--- src/rtl/core/line_scan_stripe_detector_core_macros.svh ---
// ----------------------------------------------------------------------------
// Line-scan stripe detector assertion macros
// Shorthand for the concurrent checks at the end of the top level. Each macro
// samples on clk and is disabled while rst_n is low.
// ----------------------------------------------------------------------------
`ifndef LINE_SCAN_STRIPE_DETECTOR_CORE_MACROS_SVH
`define LINE_SCAN_STRIPE_DETECTOR_CORE_MACROS_SVH

// Consequent must hold in the same cycle as the antecedent.
`define LSSD_ASSERT_NOW(label, ante, cons, msg) \
    label: assert property (@(posedge clk) disable iff (!rst_n) (ante) |-> (cons)) \
        else $error(msg);

// Consequent must hold in the cycle after the antecedent.
`define LSSD_ASSERT_NEXT(label, ante, cons, msg) \
    label: assert property (@(posedge clk) disable iff (!rst_n) (ante) |=> (cons)) \
        else $error(msg);

`endif

--- src/rtl/core/lssd_pkg.sv ---
// ----------------------------------------------------------------------------
// Line-scan stripe detector package
// Shared constants, types and the edge-judging functions of the detector.
// ----------------------------------------------------------------------------
package lssd_pkg;

    // Line geometry and limits
    localparam int LINE_PIXELS      = 128;
    localparam int MAX_EDGES        = 24;
    localparam int POS_W            = $clog2(LINE_PIXELS);
    localparam int EDGE_W           = $clog2(MAX_EDGES + 1);
    localparam int LOOKAHEAD_LIMIT  = LINE_PIXELS - 2;
    localparam int GAP_MIN          = 3;
    localparam int GAP_MAX          = 26;
    localparam int PAIR_W           = 5;
    localparam int PAIR_SAT         = 31;
    localparam int FINISH_MIN_PAIRS = 2;

    // Field widths
    localparam int SAMPLE_W  = 9;
    localparam int LEVEL_W   = 8;
    localparam int THR_W     = 7;
    localparam int CFG_IDX_W = 1;

    // Division of the range magnitude by five: (x * 205) >> 10 for x < 256
    localparam int DIV5_MUL   = 205;
    localparam int DIV5_MUL_W = 8;
    localparam int DIV5_SHIFT = 10;

    // Configuration register indexes
    typedef enum logic [CFG_IDX_W-1:0] {
        REG_LEVEL_HIGH = 1'b0,
        REG_LEVEL_LOW  = 1'b1
    } cfg_reg_t;

    // Edge thresholds, signed: range/4 and range/5 truncated toward zero
    typedef struct packed {
        logic signed [THR_W-1:0] q4;
        logic signed [THR_W-1:0] q5;
    } thr_t;

    // Per-line edge tracking state
    typedef struct packed {
        logic [EDGE_W-1:0] edges_taken;
        logic              last_neg;
        logic              last_zero;
        logic [POS_W-1:0]  last_pos;
        logic [PAIR_W-1:0] pair_count;
    } edge_state_t;

    // One result transaction
    typedef struct packed {
        logic              finish_seen;
        logic [PAIR_W-1:0] pair_total;
    } result_t;

    // Result offered by the tracker in the cycle it retires an item
    typedef struct packed {
        logic    valid;
        result_t result;
    } track_out_t;

    // Magnitude of a signed sample; the most negative code maps to 256.
    function automatic logic [SAMPLE_W-1:0] sample_mag(input logic signed [SAMPLE_W-1:0] s);
        logic [SAMPLE_W-1:0] m;
        m = s[SAMPLE_W-1] ? SAMPLE_W'(-s) : SAMPLE_W'(s);
        return m;
    endfunction

    // Magnitude strictly above a signed threshold.
    function automatic logic exceeds(input logic [SAMPLE_W-1:0] m,
                                     input logic signed [THR_W-1:0] q);
        logic above;
        above = q[THR_W-1] || (m > {{(SAMPLE_W-THR_W){1'b0}}, q});
        return above;
    endfunction

    // Record one edge and count a pair when it alternates with the last one.
    function automatic edge_state_t take_edge(input edge_state_t st,
                                              input logic signed [SAMPLE_W-1:0] v,
                                              input logic [POS_W-1:0] pos);
        edge_state_t      nst;
        logic             neg;
        logic             zero;
        logic [POS_W-1:0] gap;
        nst  = st;
        neg  = v[SAMPLE_W-1];
        zero = (v == '0);
        gap  = pos - st.last_pos;
        if ((st.edges_taken != '0) && !zero && !st.last_zero && (neg != st.last_neg)
            && (pos >= st.last_pos) && (gap >= POS_W'(GAP_MIN))
            && (gap <= POS_W'(GAP_MAX)) && (st.pair_count != PAIR_W'(PAIR_SAT)))
        begin
            nst.pair_count = st.pair_count + 1'b1;
        end
        nst.last_neg    = neg;
        nst.last_zero   = zero;
        nst.last_pos    = pos;
        nst.edges_taken = st.edges_taken + 1'b1;
        return nst;
    endfunction

    // Judge one position, optionally looking at the following sample.
    function automatic edge_state_t judge(input edge_state_t st,
                                          input thr_t thr,
                                          input logic signed [SAMPLE_W-1:0] s,
                                          input logic [POS_W-1:0] pos,
                                          input logic has_next,
                                          input logic signed [SAMPLE_W-1:0] nxt);
        edge_state_t         r;
        logic [SAMPLE_W-1:0] m;
        logic                same_sign;
        r = st;
        m = sample_mag(s);
        same_sign = (!s[SAMPLE_W-1] && (s != '0) && !nxt[SAMPLE_W-1] && (nxt != '0))
                    || (s[SAMPLE_W-1] && nxt[SAMPLE_W-1]);
        if (st.edges_taken < EDGE_W'(MAX_EDGES))
        begin
            if (exceeds(m, thr.q4))
            begin
                r = take_edge(st, s, pos);
            end
            else if (exceeds(m, thr.q5) && has_next
                     && (pos < POS_W'(LOOKAHEAD_LIMIT)) && same_sign)
            begin
                r = take_edge(st, nxt, pos + 1'b1);
            end
        end
        return r;
    endfunction

endpackage

--- src/rtl/core/lssd_sample_if.sv ---
// ----------------------------------------------------------------------------
// Sample channel
// Valid/ready channel carrying one signed difference sample and its line-end mark.
// ----------------------------------------------------------------------------
interface lssd_sample_if;

    logic                                  valid;
    logic                                  ready;
    logic signed [lssd_pkg::SAMPLE_W-1:0]  diff_sample;
    logic                                  line_end;

    modport source (output valid, output diff_sample, output line_end, input ready);
    modport sink   (input valid, input diff_sample, input line_end, output ready);

endinterface

--- src/rtl/core/lssd_result_if.sv ---
// ----------------------------------------------------------------------------
// Result channel
// Valid/ready channel carrying the per-line stripe decision and pair count.
// ----------------------------------------------------------------------------
interface lssd_result_if;

    logic                          valid;
    logic                          ready;
    logic                          finish_seen;
    logic [lssd_pkg::PAIR_W-1:0]   pair_total;

    modport source (output valid, output finish_seen, output pair_total, input ready);
    modport sink   (input valid, input finish_seen, input pair_total, output ready);

endinterface

--- src/rtl/core/lssd_cfg.sv ---
// ----------------------------------------------------------------------------
// Configuration registers
// Holds the level range and keeps the quarter and fifth thresholds registered.
// ----------------------------------------------------------------------------
module lssd_cfg (
    input  logic                             clk,
    input  logic                             rst_n,
    input  logic                             cfg_write,
    input  logic [lssd_pkg::CFG_IDX_W-1:0]   cfg_index,
    input  logic [lssd_pkg::LEVEL_W-1:0]     cfg_data,
    output lssd_pkg::thr_t                   thr
);

    logic [lssd_pkg::LEVEL_W-1:0]                      level_high_reg;
    logic [lssd_pkg::LEVEL_W-1:0]                      level_high_next;
    logic [lssd_pkg::LEVEL_W-1:0]                      level_low_reg;
    logic [lssd_pkg::LEVEL_W-1:0]                      level_low_next;
    logic signed [lssd_pkg::LEVEL_W:0]                 range;
    logic                                              range_neg;
    logic [lssd_pkg::LEVEL_W-1:0]                      range_mag;
    logic [lssd_pkg::LEVEL_W+lssd_pkg::DIV5_MUL_W-1:0] div5_prod;
    logic [lssd_pkg::THR_W-1:0]                        q4_mag;
    logic [lssd_pkg::THR_W-1:0]                        q5_mag;
    lssd_pkg::thr_t                                    thr_reg;
    lssd_pkg::thr_t                                    thr_next;

    // Register write decode
    always_comb
    begin
        level_high_next = level_high_reg;
        level_low_next  = level_low_reg;
        if (cfg_write)
        begin
            unique case (lssd_pkg::cfg_reg_t'(cfg_index))
                lssd_pkg::REG_LEVEL_HIGH: level_high_next = cfg_data;
                lssd_pkg::REG_LEVEL_LOW:  level_low_next  = cfg_data;
                default:                  ;
            endcase
        end
    end

    // Thresholds from the new levels, so they are valid the cycle after a write.
    always_comb
    begin
        range     = $signed({1'b0, level_high_next}) - $signed({1'b0, level_low_next});
        range_neg = range[lssd_pkg::LEVEL_W];
        range_mag = range_neg ? lssd_pkg::LEVEL_W'(-range) : lssd_pkg::LEVEL_W'(range);
        div5_prod = range_mag * lssd_pkg::DIV5_MUL_W'(lssd_pkg::DIV5_MUL);
        q4_mag    = lssd_pkg::THR_W'(range_mag >> 2);
        q5_mag    = lssd_pkg::THR_W'(div5_prod >> lssd_pkg::DIV5_SHIFT);
        thr_next.q4 = range_neg ? -$signed(q4_mag) : $signed(q4_mag);
        thr_next.q5 = range_neg ? -$signed(q5_mag) : $signed(q5_mag);
    end

    always_ff @(posedge clk or negedge rst_n)
    begin
        if (!rst_n)
        begin
            level_high_reg <= '1;
            level_low_reg  <= '0;
            thr_reg.q4     <= lssd_pkg::THR_W'(((1 << lssd_pkg::LEVEL_W) - 1) / 4);
            thr_reg.q5     <= lssd_pkg::THR_W'(((1 << lssd_pkg::LEVEL_W) - 1) / 5);
        end
        else
        begin
            level_high_reg <= level_high_next;
            level_low_reg  <= level_low_next;
            thr_reg        <= thr_next;
        end
    end

    assign thr = thr_reg;

endmodule

--- src/rtl/core/lssd_track.sv ---
// ----------------------------------------------------------------------------
// Edge tracker
// Input register, per-line edge state and the two-position judging logic.
// ----------------------------------------------------------------------------
module lssd_track (
    input  logic                  clk,
    input  logic                  rst_n,
    lssd_sample_if.sink           samples,
    input  lssd_pkg::thr_t        thr,
    input  logic                  out_free,
    output lssd_pkg::track_out_t  track_out
);

    logic                                  s1_valid_reg;
    logic signed [lssd_pkg::SAMPLE_W-1:0]  s1_sample_reg;
    logic                                  s1_end_reg;
    logic [lssd_pkg::POS_W-1:0]            pos_reg;
    logic signed [lssd_pkg::SAMPLE_W-1:0]  held_reg;
    lssd_pkg::edge_state_t                 est_reg;
    logic                                  fire;
    logic                                  line_last;
    lssd_pkg::edge_state_t                 st_prev;
    lssd_pkg::edge_state_t                 st_last;

    // The held transaction retires whenever the output register can take a result.
    assign fire          = s1_valid_reg && out_free;
    assign samples.ready = !s1_valid_reg || fire;

    // Judge the previous position with look-ahead, then the last one on its own.
    always_comb
    begin
        line_last = s1_end_reg || (pos_reg == lssd_pkg::POS_W'(lssd_pkg::LINE_PIXELS - 1));
        st_prev   = est_reg;
        if (pos_reg >= lssd_pkg::POS_W'(2))
        begin
            st_prev = lssd_pkg::judge(est_reg, thr, held_reg, pos_reg - 1'b1,
                                      1'b1, s1_sample_reg);
        end
        st_last = st_prev;
        if (pos_reg != '0)
        begin
            st_last = lssd_pkg::judge(st_prev, thr, s1_sample_reg, pos_reg, 1'b0, '0);
        end
        track_out.valid              = fire && line_last;
        track_out.result.pair_total  = st_last.pair_count;
        track_out.result.finish_seen =
            (st_last.pair_count > lssd_pkg::PAIR_W'(lssd_pkg::FINISH_MIN_PAIRS));
    end

    // Input register
    always_ff @(posedge clk or negedge rst_n)
    begin
        if (!rst_n)
        begin
            s1_valid_reg <= 1'b0;
        end
        else if (samples.ready)
        begin
            s1_valid_reg <= samples.valid;
        end
    end

    always_ff @(posedge clk)
    begin
        if (samples.valid && samples.ready)
        begin
            s1_sample_reg <= samples.diff_sample;
            s1_end_reg    <= samples.line_end;
        end
    end

    // Per-line state, cleared after each line
    always_ff @(posedge clk or negedge rst_n)
    begin
        if (!rst_n)
        begin
            pos_reg  <= '0;
            held_reg <= '0;
            est_reg  <= '0;
        end
        else if (fire)
        begin
            if (line_last)
            begin
                pos_reg  <= '0;
                held_reg <= '0;
                est_reg  <= '0;
            end
            else
            begin
                pos_reg  <= pos_reg + 1'b1;
                held_reg <= s1_sample_reg;
                est_reg  <= st_prev;
            end
        end
    end

endmodule

--- src/rtl/core/line_scan_stripe_detector_core.sv ---
// ----------------------------------------------------------------------------
// Line-scan stripe detector core
// Decides per sensor line whether it crosses a striped finish marker.
// ----------------------------------------------------------------------------
// Usage:
//   samples carries one signed pixel difference per transaction, line_end
//   marking the last sample of a line; a line also ends at its 128th sample.
//   results carries one transaction per line: finish_seen and pair_total.
//   The cfg_write/cfg_index/cfg_data port sets level_high and level_low and
//   is to be written only while no line is in flight.
// Flow:
//   One sample is taken every cycle while the result register can load. A
//   sample is held in the input register until it retires; the last sample
//   of a line retires into the result register, which drives results. Both
//   positions due at a line end are judged in the cycle that retires the
//   line's last sample.
// Reset:
//   Clears all line state and the result register; levels return to 255/0.
// Stalls:
//   While a result waits, one further sample is still taken into the input
//   register; ready then stays low until the result is taken.
// ----------------------------------------------------------------------------
`include "line_scan_stripe_detector_core_macros.svh"

module line_scan_stripe_detector_core (
    input  logic                             clk,
    input  logic                             rst_n,
    input  logic                             cfg_write,
    input  logic [lssd_pkg::CFG_IDX_W-1:0]   cfg_index,
    input  logic [lssd_pkg::LEVEL_W-1:0]     cfg_data,
    lssd_sample_if.sink                      samples,
    lssd_result_if.source                    results
);

    lssd_pkg::thr_t        thr;
    lssd_pkg::track_out_t  track_out;
    logic                  out_free;
    logic                  out_valid_reg;
    logic                  out_valid_next;
    lssd_pkg::result_t     out_data_reg;
    logic                  finish_ok;
    logic                  pairs_ok;

    lssd_cfg u_cfg (
        .clk       (clk),
        .rst_n     (rst_n),
        .cfg_write (cfg_write),
        .cfg_index (cfg_index),
        .cfg_data  (cfg_data),
        .thr       (thr)
    );

    lssd_track u_track (
        .clk       (clk),
        .rst_n     (rst_n),
        .samples   (samples),
        .thr       (thr),
        .out_free  (out_free),
        .track_out (track_out)
    );

    // Result register: loads whenever it is empty or being drained.
    assign out_free = !out_valid_reg || results.ready;

    always_comb
    begin
        out_valid_next = out_valid_reg;
        if (out_free)
        begin
            out_valid_next = track_out.valid;
        end
    end

    always_ff @(posedge clk or negedge rst_n)
    begin
        if (!rst_n)
        begin
            out_valid_reg <= 1'b0;
        end
        else
        begin
            out_valid_reg <= out_valid_next;
        end
    end

    always_ff @(posedge clk)
    begin
        if (out_free && track_out.valid)
        begin
            out_data_reg <= track_out.result;
        end
    end

    assign results.valid       = out_valid_reg;
    assign results.finish_seen = out_data_reg.finish_seen;
    assign results.pair_total  = out_data_reg.pair_total;

    // Checks
    assign finish_ok = results.finish_seen
                       == (results.pair_total > lssd_pkg::PAIR_W'(lssd_pkg::FINISH_MIN_PAIRS));
    assign pairs_ok  = results.pair_total < lssd_pkg::PAIR_W'(lssd_pkg::MAX_EDGES);

    `LSSD_ASSERT_NOW(a_result_has_room, track_out.valid, out_free, "result produced with no room")
    `LSSD_ASSERT_NOW(a_finish_matches, results.valid, finish_ok, "finish_seen inconsistent")
    `LSSD_ASSERT_NOW(a_pairs_bounded, results.valid, pairs_ok, "more pairs than edges allow")
    `LSSD_ASSERT_NEXT(a_result_loaded, track_out.valid, results.valid, "line gave no result")

endmodule
--- src/flat_wrapper.sv ---
// flat-port wrapper written by rule: the top's interface ports become plain ports
module line_scan_stripe_detector_core_flat 
  (clk, rst_n, cfg_write, cfg_index, cfg_data, samples_valid, samples_diff_sample, samples_line_end, samples_ready, results_valid, results_finish_seen, results_pair_total, results_ready);
  lssd_sample_if samples_i ();
  lssd_result_if results_i ();
  input  logic clk;
  input  logic rst_n;
  input  logic cfg_write;
  input  logic [lssd_pkg::CFG_IDX_W-1:0] cfg_index;
  input  logic [lssd_pkg::LEVEL_W-1:0] cfg_data;
  input wire logic [$bits(samples_i.valid)-1:0] samples_valid;
  input wire logic [$bits(samples_i.diff_sample)-1:0] samples_diff_sample;
  input wire logic [$bits(samples_i.line_end)-1:0] samples_line_end;
  output wire logic [$bits(samples_i.ready)-1:0] samples_ready;
  output wire logic [$bits(results_i.valid)-1:0] results_valid;
  output wire logic [$bits(results_i.finish_seen)-1:0] results_finish_seen;
  output wire logic [$bits(results_i.pair_total)-1:0] results_pair_total;
  input wire logic [$bits(results_i.ready)-1:0] results_ready;
  assign samples_i.valid = samples_valid;
  assign samples_i.diff_sample = samples_diff_sample;
  assign samples_i.line_end = samples_line_end;
  assign samples_ready = samples_i.ready;
  assign results_valid = results_i.valid;
  assign results_finish_seen = results_i.finish_seen;
  assign results_pair_total = results_i.pair_total;
  assign results_i.ready = results_ready;
  line_scan_stripe_detector_core u_core (.clk(clk), .rst_n(rst_n), .cfg_write(cfg_write), .cfg_index(cfg_index), .cfg_data(cfg_data), .samples(samples_i), .results(results_i));
endmodule
--- config.mk ---
export PLATFORM = sky130hd
export DESIGN_NAME = line_scan_stripe_detector_core_flat
export DESIGN_NICKNAME = d
export VERILOG_FILES = /design/src/rtl/core/lssd_pkg.sv /design/src/rtl/core/lssd_sample_if.sv /design/src/rtl/core/lssd_result_if.sv /design/src/rtl/core/lssd_cfg.sv /design/src/rtl/core/lssd_track.sv /design/src/rtl/core/line_scan_stripe_detector_core.sv /design/src/flat_wrapper.sv
export VERILOG_INCLUDE_DIRS = /design/src /design/src/rtl/core
export SDC_FILE = /design/constraint.sdc
export NUM_CORES = 1
export LEC_CHECK = 0
export BUFFER_PORTS_ARGS = -buffer_cell sky130_fd_sc_hd__buf_2
export CAP_MARGIN = 20
export CORE_MARGIN = 2
export CORE_UTILIZATION = 60
export DETAILED_ROUTE_END_ITERATION = 7
export PLACE_DENSITY = 0.77
export RECOVER_POWER = 50
export SLEW_MARGIN = 20
export SYNTH_ARGS = -nofsm -noshare
export SYNTH_HDL_FRONTEND = slang
export SYNTH_SLANG_ARGS = --single-unit
--- constraint.sdc ---
create_clock -name clk -period 13.3 [get_ports clk]
set_input_delay 0.665 -clock clk [delete_from_list [all_inputs] [get_ports clk]]
set_output_delay 0.665 -clock clk [all_outputs]
set_load 0.1 [all_outputs]
==> After elaboration in Yosys (flattened, before gate mapping) <==
Index checks and enable logic that the tools add are counted.
{ "totals": {"regBits": 83} }
{ "classes": {"n_addsub": 15, "n_mul": 1, "magnitude_cmp": 17, "eq_ne": 6, "n_mux": 22, "n_reduce_logical": 53} }
{ "ops": {"columns": ["operator", "count"], "rows": [
  ["two-way mux 19 bit", 5],
  ["two-way mux 8 bit", 5],
  ["logical AND 1 bit", 31],
  ["two-way mux 5 bit", 6],
  ["greater-or-equal comparator 7 x 2 -> 1 bit (second input constant)", 4],
  ["> comparator 9 x 7 -> 1 bit", 3],
  ["two-way mux 9 bit", 3],
  ["greater-or-equal comparator 7 bit", 3],
  ["less-or-equal comparator 7 x 5 -> 1 bit (second input constant)", 3],
  ["two-way mux 7 bit", 3],
  ["subtractor 7 bit", 3],
  ["logical NOT 9 bit", 2],
  ["negation 9 bit", 2],
  ["nonzero test 9 bit", 2],
  ["multiplier 8 x 8 -> 16 bit (second input constant)", 1],
  ["adder 5 x 1 -> 5 bit (second input constant)", 3],
  ["adder 7 x 1 -> 7 bit (second input constant)", 2],
  ["negation 6 -> 7 bit", 2],
  ["less-than comparator 5 bit (second input constant)", 2],
  ["inequality test 5 bit (second input constant)", 2],
  ["nonzero test 5 bit", 2],
  ["subtractor 8 x 8 -> 9 bit", 1],
  ["logical NOT 1 bit", 8],
  ["negation 8 bit", 1],
  ["7 further kinds", 15]
]} }

==> Logic depth before layout (Yosys ltp) <==
{ "depth": {"depth_word": 27, "mapped_depth": 33} }

==> By module <==
Synthesis repeated with hierarchy kept, for this count alone.
{ "unflattened": {"hier_cells": 924, "area_unflattened_um2": 8264.2} }
{ "by_module_without_submodules": {"columns": ["mod", "n_inst", "cells_each", "area_per_inst_um2", "seq_area_each_um2"], "rows": [
  ["lssd_track", 1, 597, 4929.7, 1201.2],
  ["lssd_cfg", 1, 317, 3100.5, 773.2],
  ["line_scan_stripe_detector_core", 1, 10, 234.0, 205.2]
]} }

==> Least setup slack after synthesis <==
OpenSTA, ideal clock, no wires.
{ "synth_path": {"path_kind": "input port to flip-flop", "from": "input cfg_index", "to": "register u_core.u_cfg.thr_reg, in the netlist u_core.u_cfg.thr[5]", "setup_ns": 0.075, "arrival_ns": 7.571, "slack_ns": 5.653, "stages": 28, "path_buffers": 2, "cell_sequence": "nand2b_1 -> clkbuf_1 -> mux2_2 -> fa_1 -> a21o_1 -> a21oi_1 -> o21a_1 -> nor2_1 -> a21oi_1 -> clkbuf_1 -> o41ai_1 -> xor2_1 -> inv_1 -> ha_1 -> fa_1 -> inv_1 -> fa_1 -> inv_1 -> fa_1 -> ha_1 -> a21o_1 -> a211o_1 -> a2111oi_0 -> o31ai_1 -> a21oi_1 -> o21bai_1 -> xnor2_1 -> xnor2_1"} }
{ "synth_rtl": {"columns": ["item", "line_no", "rtl"], "rows": [
  ["start, declared", "flat_wrapper.sv:9", "input logic [lssd_pkg::CFG_IDX_W-1:0] cfg_index;"],
  ["end signal, assigned", "lssd_cfg.sv:68", "thr_reg <= thr_next;"],
  ["end, declared", "lssd_cfg.sv:24", "lssd_pkg::thr_t thr_reg;"]
]} }

==> metrics.txt <==
routed vias/inst 5.90; worst hold slack ~0.5 ns; crit start category input pin; Hold Crit Start u_core.u_cfg.level_low_reg[4]$_DFF_PN0_; CTS tree built; H-tree depth 3; core area 13,100 um2; Post-Syn Area 8000 um2; max reg flops 19; min-delay worst type reg -> reg; run status complete, but fails checks; layout cells sized above 1 9.90%; CP required 13.56 ns; Final setup viols 0; vias 6,343; I/O Pins 32; post-route ant nets 0; die height 119 um; Critical Path AT 8.65 ns; Area Growth Syn to Fin 6.40%; DR pass1 iterations 5; Worst Clk Skew 0.0137 ns; Initial DRC Count approximately 430; crit path max fanout 11; Slew Viols, Final around 70; initial core utilization 60.9%; synthesized flop and latch total 83; syn_nets slightly above 1,000; CP max-delay cell a2111oi_0; Slew headroom -140%; Die X 119 um; first-pass GRT wire length 29,800 um; cells after synthesis 880; Post-synth EDFFs 16; Num CTS Buffers 9; Fin. Hold Viols 0; Avg Cell Area, Syn 9.09 um2; hold_buf cts 0; period utilisation layout 63.1%; Routed WL between 15,000 and 20,000 um; vias in the first global route 6,091; element type at the critical path end flip-flop; clock transition at the registers of the reported paths 0.06 ns; yosys warns 0; Port-buffer cells 31; async set-reset flop share out of synthesis 80.7%; Synth cell types 81; r2r startpoint u_core.u_cfg.level_high_reg[0]$_DFF_PN1_; DRC 0; Remaining Overflow, GRT 0; Yosys top cell area share around 17%; Clk Latency, worst-skew pair ~0.34 ns; DP HPWL 13,600 um; Tightest Pin Transition 3.60 ns; clock root buffer clkbuf_16; RSZ-0062 raised after global routing false; crit path time final 8.39 ns; most numerous cell in the Yosys netlist ha_1; CTS Sinks 83; Max-Cap Viols 1; # rows 42; fin nets roughly 1,000; largest net degree at the start of global routing 68; synth cell count leaders ha_1, inv_1, nand2_1, nor2_1, o21ai_0; filler instances about 1,100; All-Layer GR Usage 25.7%; Max Clk Rate between 100 and 150 MHz; routability cong. 0.922; Post-CTS Setup Inserts 0; multi-input logic area ~5300 um2; top post-synthesis cells by area ha_1, dfrtp_1, edfxtp_1, dfstp_2, xnor2_1; violated checks capacitance limit, slew limit; register area 2180 um2; Die Area 14,300 um2; Clock Tree Buf Depth 2; crit path from cfg_index; Antenna diodes 0; WL/cell 16.2 um; setup TNS 0 ns; cell taking the most area after synthesis ha_1; post-cts resize count 0; crit-path max cell delay 0.67 ns; Crit Path Category in -> reg; initial antenna violation count 0; Main synth FF type dfrtp_1; register area share after synthesis 27.2%
==> logic make-up (layout without fill, tap and decap cells) <==
group,Yosys count,count (layout),synth area share [%]
XOR/XNOR,69,69,7.79
AO/OA/AOI/OAI,217,217,18.8
multiplexers,24,24,3.30
flip-flops,83,83,27.2
adder cells (fa/ha/maj),125,125,20.9
buffers and inverters,118,137,6.55
AND/OR/NAND/NOR,244,244,15.4
==> layout make-up <==
class	count	share of cell area, %
clock buffer	11	2.85
clock inverter	5	0.911
inverter	87	3.84
multi-input combinational	679	62.2
sequential	83	25.6
tap	176	2.59
timing repair buffer	34	1.98
==> final timing paths <==
path,to,slack (ns),cells after the start
min in group asynchronous,u_core.u_cfg.thr[2]$_DFF_PN0_,1.65,2
hold reg to reg,u_core.u_cfg.level_low_reg[4]$_DFF_PN0_,0.50,2
max in group asynchronous,u_core.u_track.est_reg[18]$_DFFE_PN0P_,9.62,2
setup / recovery,u_core.u_cfg.thr[5]$_DFF_PN1_,4.91,29
hold / removal,u_core.u_cfg.level_low_reg[4]$_DFF_PN0_,0.50,2
setup reg to reg,u_core.u_cfg.thr[5]$_DFF_PN1_,5.45,27
==> metal layers <==
layer,GRT usage (%),part of all wire (%)
met1,34.7,46
met2,44.4,49
met3,3.26,4.1
met4,5.22,1.0
met5,0,0
==> per-stage QoR <==
step	utilization, %	worst slack, ns	cell area (um2)	cells
after floorplan	-	5.65	8000	880
after global placement	62.4	4.83	8200	1059
after detailed placement	62.4	4.62	8200	1059
after CTS	64.9	4.92	8520	1075
after global routing	64.8	4.32	8510	1075
final	64.8	4.91	8510	1075
==> worst max-delay path: cells and delay by family <==
family | cells | cell delay (ns)
AND/OR/NAND/NOR | 2 | 0.43
multiplexers | 1 | 0.31
adder cells (fa/ha/maj) | 7 | 2.79
XOR/XNOR | 3 | 0.70
buffers and inverters | 5 | 0.44
AO/OA/AOI/OAI | 11 | 3.33
==> placed cells by master, fill, tap and decap left out, drive strengths merged, types with 4 or more instances in the layout <==
master  synthesis  layout
a211o           5       5
a211oi          8       8
a21o           14      14
a21oi          44      44
a22o           10      10
a31oi           5       5
and2            8       8
and3            4       4
buf             6      29
clkbuf         23      16
dfrtp          49      49
dfstp          18      18
edfxtp         16      16
fa             14      14
ha            111     111
inv            87      87
mux2            9       9
mux2i          15      15
nand2          66      66
nand2b         16      16
nand3          11      11
nand4          11      11
nor2           65      65
nor2b          11      11
nor3           17      17
nor4            8       8
o211ai          7       7
o21a           10      10
o21ai          51      51
o22ai          15      15
o31ai          11      11
o41a            4       4
or3             6       6
or4             5       5
xnor2          45      45
xor2           24      24
Power is not shown: default switching activity piles up to over one toggle a cycle in this logic, so the estimate is an artifact.
